<file path="src/hw/rtl/tgr_pkg.sv">
// ----------------------------------------------------------------------------
// tgr_pkg
// shared types and constants of the topic gibbs resampler
// ----------------------------------------------------------------------------
package tgr_pkg;

   // default sizes
   localparam int NUM_TOPICS_DEF = 16;
   localparam int VOCAB_SIZE_DEF = 4096;
   localparam int MAX_TOKENS_DEF = 1024;
   localparam int PHI_BITS_DEF   = 16;

   // fixed field widths
   localparam int TYPE_W        = 3;
   localparam int WORD_W        = 12;
   localparam int TOPIC_W       = 4;
   localparam int POS_W         = 10;
   localparam int PHI_IN_W      = 16;
   localparam int DRAW_W        = 16;
   localparam int OUT_CNT_W     = 11;
   localparam int TOPICS_USED_W = 5;
   localparam int ALPHA_W       = 16;
   localparam int CSR_IDX_W     = 1;
   localparam int CSR_DATA_W    = 16;
   localparam int REQ_DATA_W    = 64;
   localparam int RSP_DATA_W    = 32;

   localparam logic [TOPICS_USED_W-1:0] TOPICS_USED_RST = 5'd16;
   localparam logic [ALPHA_W-1:0]       ALPHA_RST       = 16'd256;

   typedef enum logic [TYPE_W-1:0] {
      REQ_WRITE_PHI = 3'd0,
      REQ_BEGIN_DOC = 3'd1,
      REQ_ADD_TOKEN = 3'd2,
      REQ_RESAMPLE  = 3'd3,
      REQ_READ_CNT  = 3'd4
   } req_kind_type;

   typedef enum logic [CSR_IDX_W-1:0] {
      CSR_TOPICS_USED = 1'b0,
      CSR_ALPHA       = 1'b1
   } csr_index_type;

   typedef enum logic [3:0] {
      ST_IDLE,
      ST_LOOK,
      ST_OLD,
      ST_SUM,
      ST_MUL1,
      ST_MUL2,
      ST_SRCH,
      ST_FIX,
      ST_FIX2,
      ST_DONE
   } state_type;

   typedef struct packed {
      logic phi_wr;
      logic tok_wr;
      logic cnt_wr;
      logic cnt_clr;
   } mem_ctl_type;

   typedef struct packed {
      logic sum_clr;
      logic srch_clr;
      logic dv;
      logic srch;
      logic tgt1;
      logic tgt2;
   } walk_ctl_type;

   typedef struct packed {
      logic busy;
      logic found;
      logic sum_zero;
   } walk_sts_type;

endpackage

</file>
<file path="src/hw/rtl/tgr_walk.sv">
// ----------------------------------------------------------------------------
// tgr_walk
// weight multiplier, weight sum, scaled target and cumulative search
// ----------------------------------------------------------------------------
module tgr_walk import tgr_pkg::*; #(
   parameter int PHI_BITS = PHI_BITS_DEF,
   parameter int CW       = 11,
   parameter int TIX_W    = 4,
   parameter int RW       = CW + 9,
   parameter int WW       = PHI_BITS + RW,
   parameter int SW       = WW + TOPICS_USED_W
) (
   input  logic                clock,
   input  logic                reset,
   input  walk_ctl_type        ctl,
   input  logic [PHI_BITS-1:0] phi_rdata,
   input  logic [CW-1:0]       cnt_rdata,
   input  logic [TIX_W-1:0]    tag,
   input  logic [ALPHA_W-1:0]  alpha,
   input  logic [DRAW_W-1:0]   draw,
   output walk_sts_type        sts,
   output logic [TIX_W-1:0]    chosen
);

   logic [RW-1:0]    right;
   logic [WW-1:0]    w_ff;
   logic             wv_ff;
   logic [TIX_W-1:0] wk_ff;
   logic [SW-1:0]    sum_ff;
   logic [SW-1:0]    cum_ff;
   logic [SW-1:0]    cum_in;
   logic [SW-1:0]    target_ff;
   logic             found_ff;
   logic [TIX_W-1:0] chosen_ff;
   logic [63:0]      s64;
   logic [47:0]      p0_ff;
   logic [47:0]      p1_ff;
   logic [79:0]      prod;

   // (count << 8) + alpha in q8.8
   assign right  = (RW'(cnt_rdata) << 8) + RW'(alpha);
   assign cum_in = cum_ff + SW'(w_ff);
   assign s64    = 64'(sum_ff);
   assign prod   = {p1_ff, 32'd0} + 80'(p0_ff);

   always_ff @(posedge clock) begin
      if (reset) begin
         wv_ff    <= 1'b0;
         found_ff <= 1'b0;
      end else begin
         wv_ff <= ctl.dv;
         if (ctl.srch_clr) begin
            found_ff <= 1'b0;
         end else if (ctl.srch && wv_ff && !found_ff && (target_ff < cum_in)) begin
            found_ff <= 1'b1;
         end
      end
   end

   always_ff @(posedge clock) begin
      w_ff  <= WW'(PHI_BITS'(phi_rdata) * right);
      wk_ff <= tag;
      if (ctl.sum_clr) begin
         sum_ff <= '0;
      end else if (wv_ff && !ctl.srch) begin
         sum_ff <= sum_ff + SW'(w_ff);
      end
      if (ctl.srch_clr) begin
         cum_ff <= '0;
      end else if (wv_ff && ctl.srch) begin
         cum_ff <= cum_in;
      end
      if (ctl.srch && wv_ff && !found_ff && (target_ff < cum_in)) begin
         chosen_ff <= wk_ff;
      end
      // floor(sum * draw / 2^16), split into two 32 by 16 products
      if (ctl.tgt1) begin
         p0_ff <= 48'(s64[31:0] * draw);
         p1_ff <= 48'(s64[63:32] * draw);
      end
      if (ctl.tgt2) begin
         target_ff <= SW'(prod >> 16);
      end
   end

   assign sts.busy     = wv_ff;
   assign sts.found    = found_ff;
   assign sts.sum_zero = (sum_ff == '0);
   assign chosen       = chosen_ff;

endmodule

</file>
<file path="config.mk">
export PLATFORM = sky130hd
export DESIGN_NAME = tgr_walk
export DESIGN_NICKNAME = d
export VERILOG_FILES = /design/src/hw/rtl/tgr_pkg.sv /design/src/hw/rtl/tgr_walk.sv
export SDC_FILE = /design/constraint.sdc
export NUM_CORES = 2
export LEC_CHECK = 0
export BUFFER_PORTS_ARGS = -buffer_cell sky130_fd_sc_hd__buf_4
export CAP_MARGIN = 10
export CORE_UTILIZATION = 56
export CTS_CLUSTER_DIAMETER = 30
export DETAILED_ROUTE_END_ITERATION = 10
export PLACE_DENSITY_LB_ADDON = 0.1
export REMOVE_ABC_BUFFERS = 1
export SLEW_MARGIN = 0
export SYNTH_ARGS = -nofsm -noshare
export SYNTH_HDL_FRONTEND = slang
export SYNTH_SLANG_ARGS = --single-unit
</file>
<file path="constraint.sdc">
create_clock -name clock -period 16.8 [get_ports clock]
set_input_delay 2.52 -clock clock [delete_from_list [all_inputs] [get_ports clock]]
set_output_delay 2.52 -clock clock [all_outputs]
set_load 0.03 [all_outputs]
</file>
==> out/summary.md <==
Dividing the detail-routed wire length by the instance count gives 17.36 µm. The initial utilization of the core area, before any placement, comes to 56.68%. Detailed-routing iteration count for the pre-antenna-repair pass: 6. The number of different library cells used by synthesis comes to 84. Of the available clock period, the critical path in the final layout requires 58.16%. Each instance of the synthesized netlist takes up on average 8.866 µm². Once placement finished, the instance area stood at 0.04439 mm².

The number of gates resized after CTS was 0. Max-cap violations in this run came to 0. The worst pin sits at a relative slew slack of 29.87%. At the pin with the least slew margin, the transition time is 1.051 ns.

The tree is rooted in a sky130_fd_sc_hd__clkbuf_16. The core region is 0.07608 mm². The run gives 37.91% as the routing usage on met1. The global-route track usage on met2 was 45.92%. Prior to clock tree synthesis, the placed netlist has a worst setup slack of 6.527 ns. Counting every sink on the clock net gives 226. The layout overhead on the synthesized area is 6.247%, and the total grt overflow is 0.

Of all nets on the critical path, the largest fanout is 16. Total half-perimeter wirelength after legalization and detailed placement: 79610 µm. Library cell contributing the largest single delay on the critical path: sky130_fd_sc_hd__fa_1. The clock insertion delay at the later pin of the skew report was 0.56 ns; the number of flip-flops and latches in the synthesized netlist was 226. In this design, the critical path's most frequently occurring cell is sky130_fd_sc_hd__fa_1.

0 antenna diodes ended up in the layout. On the final layout, the worst clock skew is 0.02822 ns. The H-tree was split into 2 levels. TritonCTS built the clock tree. Global routing used 2.736% of the available met3 tracks. The routed via count divided by cell count is 5.503.

Row count: 101. STA classifies the critical path startpoint as a primary input. The die covers 0.07812 mm². After routing, the total negative slack on setup checks comes to 0 ns. Across the VDD grid, the largest voltage drop is 0.0004767 V. In this run the most used layer during global routing was met2. At the end of the flow, the number of nets in the layout was 6033. Number of antenna violations at the first check in global routing: 0.

The critical path in this run is classified as in -> reg. Counting flops with a built-in enable in the synthesized netlist gives 102. In this run the worst hold path is classified as reg -> reg. For the worst setup path, the data required time is 17.29 ns. The number of pins exceeding their max-slew limit in the final report came out at 0. The layout has 6844 filler cells. Synthesis produced a netlist whose cell count is 4864. The static leakage power was 22.66 nW. The number of setup violations in the final report is 0. On the worst path, the slowest cell contributes a delay of 0.55 ns. Across all layers, the routed design uses 32194 vias. Setup repair after global routing left no endpoint under its margin. For this run, design rule violations remaining after detail routing come to 0. Routability-driven placement finished with a final weighted congestion of 0.9046. The first routing iteration left 1718 violations.

The main flop type after synthesis is sky130_fd_sc_hd__dfxtp_1. After layout, the worst setup slack is 7.029 ns. The quantity of I/O buffers inserted on ports is 77. For the via count of the first global-routing pass, the log shows 33531.

The first global-routing pass estimated 171900 µm of wire. The tools report the data arrival time of the critical path as 10.26 ns. The flow ran to the end, and the final reports show no timing, DRC or antenna violations. The run gives 0 as the number of nets still failing antenna checks after routing.

The tools report the type of element capturing the critical path as a flip-flop. The vertical extent of the die is 279.5 µm. The final hold violation count was 0. Hold repair after CTS inserted 0 buffers.

For this run, the number of Yosys warnings is 0. Entering global routing, the biggest net connects 75 pins. I/O pin count: 78. For this run, the register share of the synthesized area comes to 12.86%.

The global-route usage over all layers was 27.31%. The cell area after synthesis was 0.04312 mm²; the minimum period implied by the final worst setup slack was 9.771 ns. The buffer count from post-CTS setup fixing is 0, and the final standard cell area without fillers is 0.04582 mm².

The run gives 0.005545 mm² as the area of all sequential standard cells. The clock-pin transition on the worst setup and hold timing paths came out at 0.05 ns. The longest clock path from root to sink contains 3 buffers. The area occupied by multi-input gates came out at 0.03328 mm². For this run, asynchronously set or reset flops after synthesis account for 0%. For this block, the routed nets add up to 101500 µm of wire. In this run the horizontal extent of the chip is 279.5 µm.

Static timing analysis puts the maximum clock frequency at 102.3 MHz. Share of layout cells above drive strength 1: 4.647%. Power density over cell area: 167.6 mW/mm². Buffers inserted during clock tree synthesis total 42.
==> metrics by stage <==
stage,power [mW],hold slack (ns),utilization (%),std cells
6_report,7.679,0.4018,60.22,5850
5_1_grt,8.686,0.4183,60.22,5850
4_1_cts,7.740,0.4043,60.22,5850
3_5_place_dp,6.828,0.3937,58.35,5772
3_3_place_gp,6.793,0.3888,58.35,5772
2_1_floorplan,5.553,0.3855,-,4622
==> worst max-delay path: cells and delay by family <==
family | cells | cell delay [ns]
compound gates | 13 | 2.41
xor+xnor | 2 | 0.26
fa+ha+maj | 9 | 3.98
simple gates | 5 | 0.58
buf+inv | 5 | 0.48
==> kinds of logic after synthesis <==
group / synth area share, %
AOI/OAI and AO/OA: 9.000
xor gates and xnor gates: 3.432
adders and majority gates: 47.53
buffers and inverters: 9.984
DFF: 12.86
muxes: 0.1538
and+or+nand+nor: 17.04
==> power breakdown <==
part	leakage [nW]	internal [mW]	switching, mW
Clock	0.692	0.530	0.309
Sequential	2.04	0.824	0.105
Combinational	19.9	2.55	3.37
==> metal layers <==
| metal | wire [µm] | vias up |
|---|---|---|
| met5 | 0 | - |
| met4 | 2643 | 0 |
| met3 | 5299 | 156 |
| met2 | 48310 | 881 |
| met1 | 45280 | 16154 |
| li1 | - | 15003 |
==> area by class of cell <==
cell class                 count  share of cell area [%]
multi-input combinational   3496                   72.63
sequential                   226                   12.10
inverter                     900                   7.373
tap                         1030                   2.813
clock buffer                  53                   2.613
timing repair buffer         120                   1.966
clock inverter                25                  0.4998
==> synth_stat cells, types with 15 or more instances <==
cell type                  count  area share, %
sky130_fd_sc_hd__xor2_1       46           0.93
sky130_fd_sc_hd__a21o_1       98            1.7
sky130_fd_sc_hd__o31ai_1      15           0.26
sky130_fd_sc_hd__o21ai_0      74           0.86
sky130_fd_sc_hd__ha_1        406             12
sky130_fd_sc_hd__dfxtp_1     124            5.8
sky130_fd_sc_hd__and2_1      380            5.5
sky130_fd_sc_hd__o21bai_1     24           0.42
sky130_fd_sc_hd__a21oi_1     221            2.6
sky130_fd_sc_hd__clkbuf_1    230            2.0
sky130_fd_sc_hd__o21a_1       20           0.35
sky130_fd_sc_hd__xnor2_1     123            2.5
sky130_fd_sc_hd__nand3_1      56           0.65
sky130_fd_sc_hd__and3_1       27           0.39
sky130_fd_sc_hd__edfxtp_1    102            7.1
sky130_fd_sc_hd__nand2b_1     23           0.33
sky130_fd_sc_hd__o21ai_1      22           0.26
sky130_fd_sc_hd__inv_1       899            7.8
sky130_fd_sc_hd__nor2b_1      27           0.39
sky130_fd_sc_hd__nor3_1       30           0.35
sky130_fd_sc_hd__nand2_1     764            6.7
sky130_fd_sc_hd__a31oi_1      26           0.38
sky130_fd_sc_hd__a211oi_1     21           0.37
sky130_fd_sc_hd__nand4_1      30           0.44
sky130_fd_sc_hd__fa_1        770             36
sky130_fd_sc_hd__nor2_1      138            1.2
==> cell usage in the layout, fill, tap and decap left out, types with 120 or more instances in the layout <==
| cell type | instances |
|---|---|
| sky130_fd_sc_hd__fa_1 | 770 |
| sky130_fd_sc_hd__and2_1 | 380 |
| sky130_fd_sc_hd__inv_1 | 899 |
| sky130_fd_sc_hd__nand2_1 | 763 |
| sky130_fd_sc_hd__ha_1 | 406 |
| sky130_fd_sc_hd__nor2_1 | 138 |
| sky130_fd_sc_hd__dfxtp_1 | 124 |
| sky130_fd_sc_hd__a21oi_1 | 221 |
| sky130_fd_sc_hd__xnor2_1 | 123 |
| sky130_fd_sc_hd__buf_4 | 120 |
==> flip-flops by register name, summed over array words and instances (netlist names) <==
| register | cells |
|---|---|
| chosen | 4 |
| found_ff | 1 |
| wk_ff | 4 |
| wv_ff | 1 |
| sum_ff | 41 |
| p1_ff | 25 |
| p0_ff | 32 |
| cum_ff | 41 |
| w_ff | 36 |
| target_ff | 41 |
==> final timing paths <==
kind / from / to / slack [ns] / cells after the start
min reg2reg: wk_ff[3]$_DFF_P_ / chosen[3]$_DFFE_PP_ / 0.40 / 0
max reg2reg: sum_ff[9]$_SDFFE_PP0P_ / p0_ff[46]$_DFFE_PP_ / 9.25 / 24
max: cnt_rdata[0] / w_ff[34]$_DFF_P_ / 7.03 / 34
min: wk_ff[3]$_DFF_P_ / chosen[3]$_DFFE_PP_ / 0.40 / 0
Note: power is estimated with default switching activity, not from simulation.
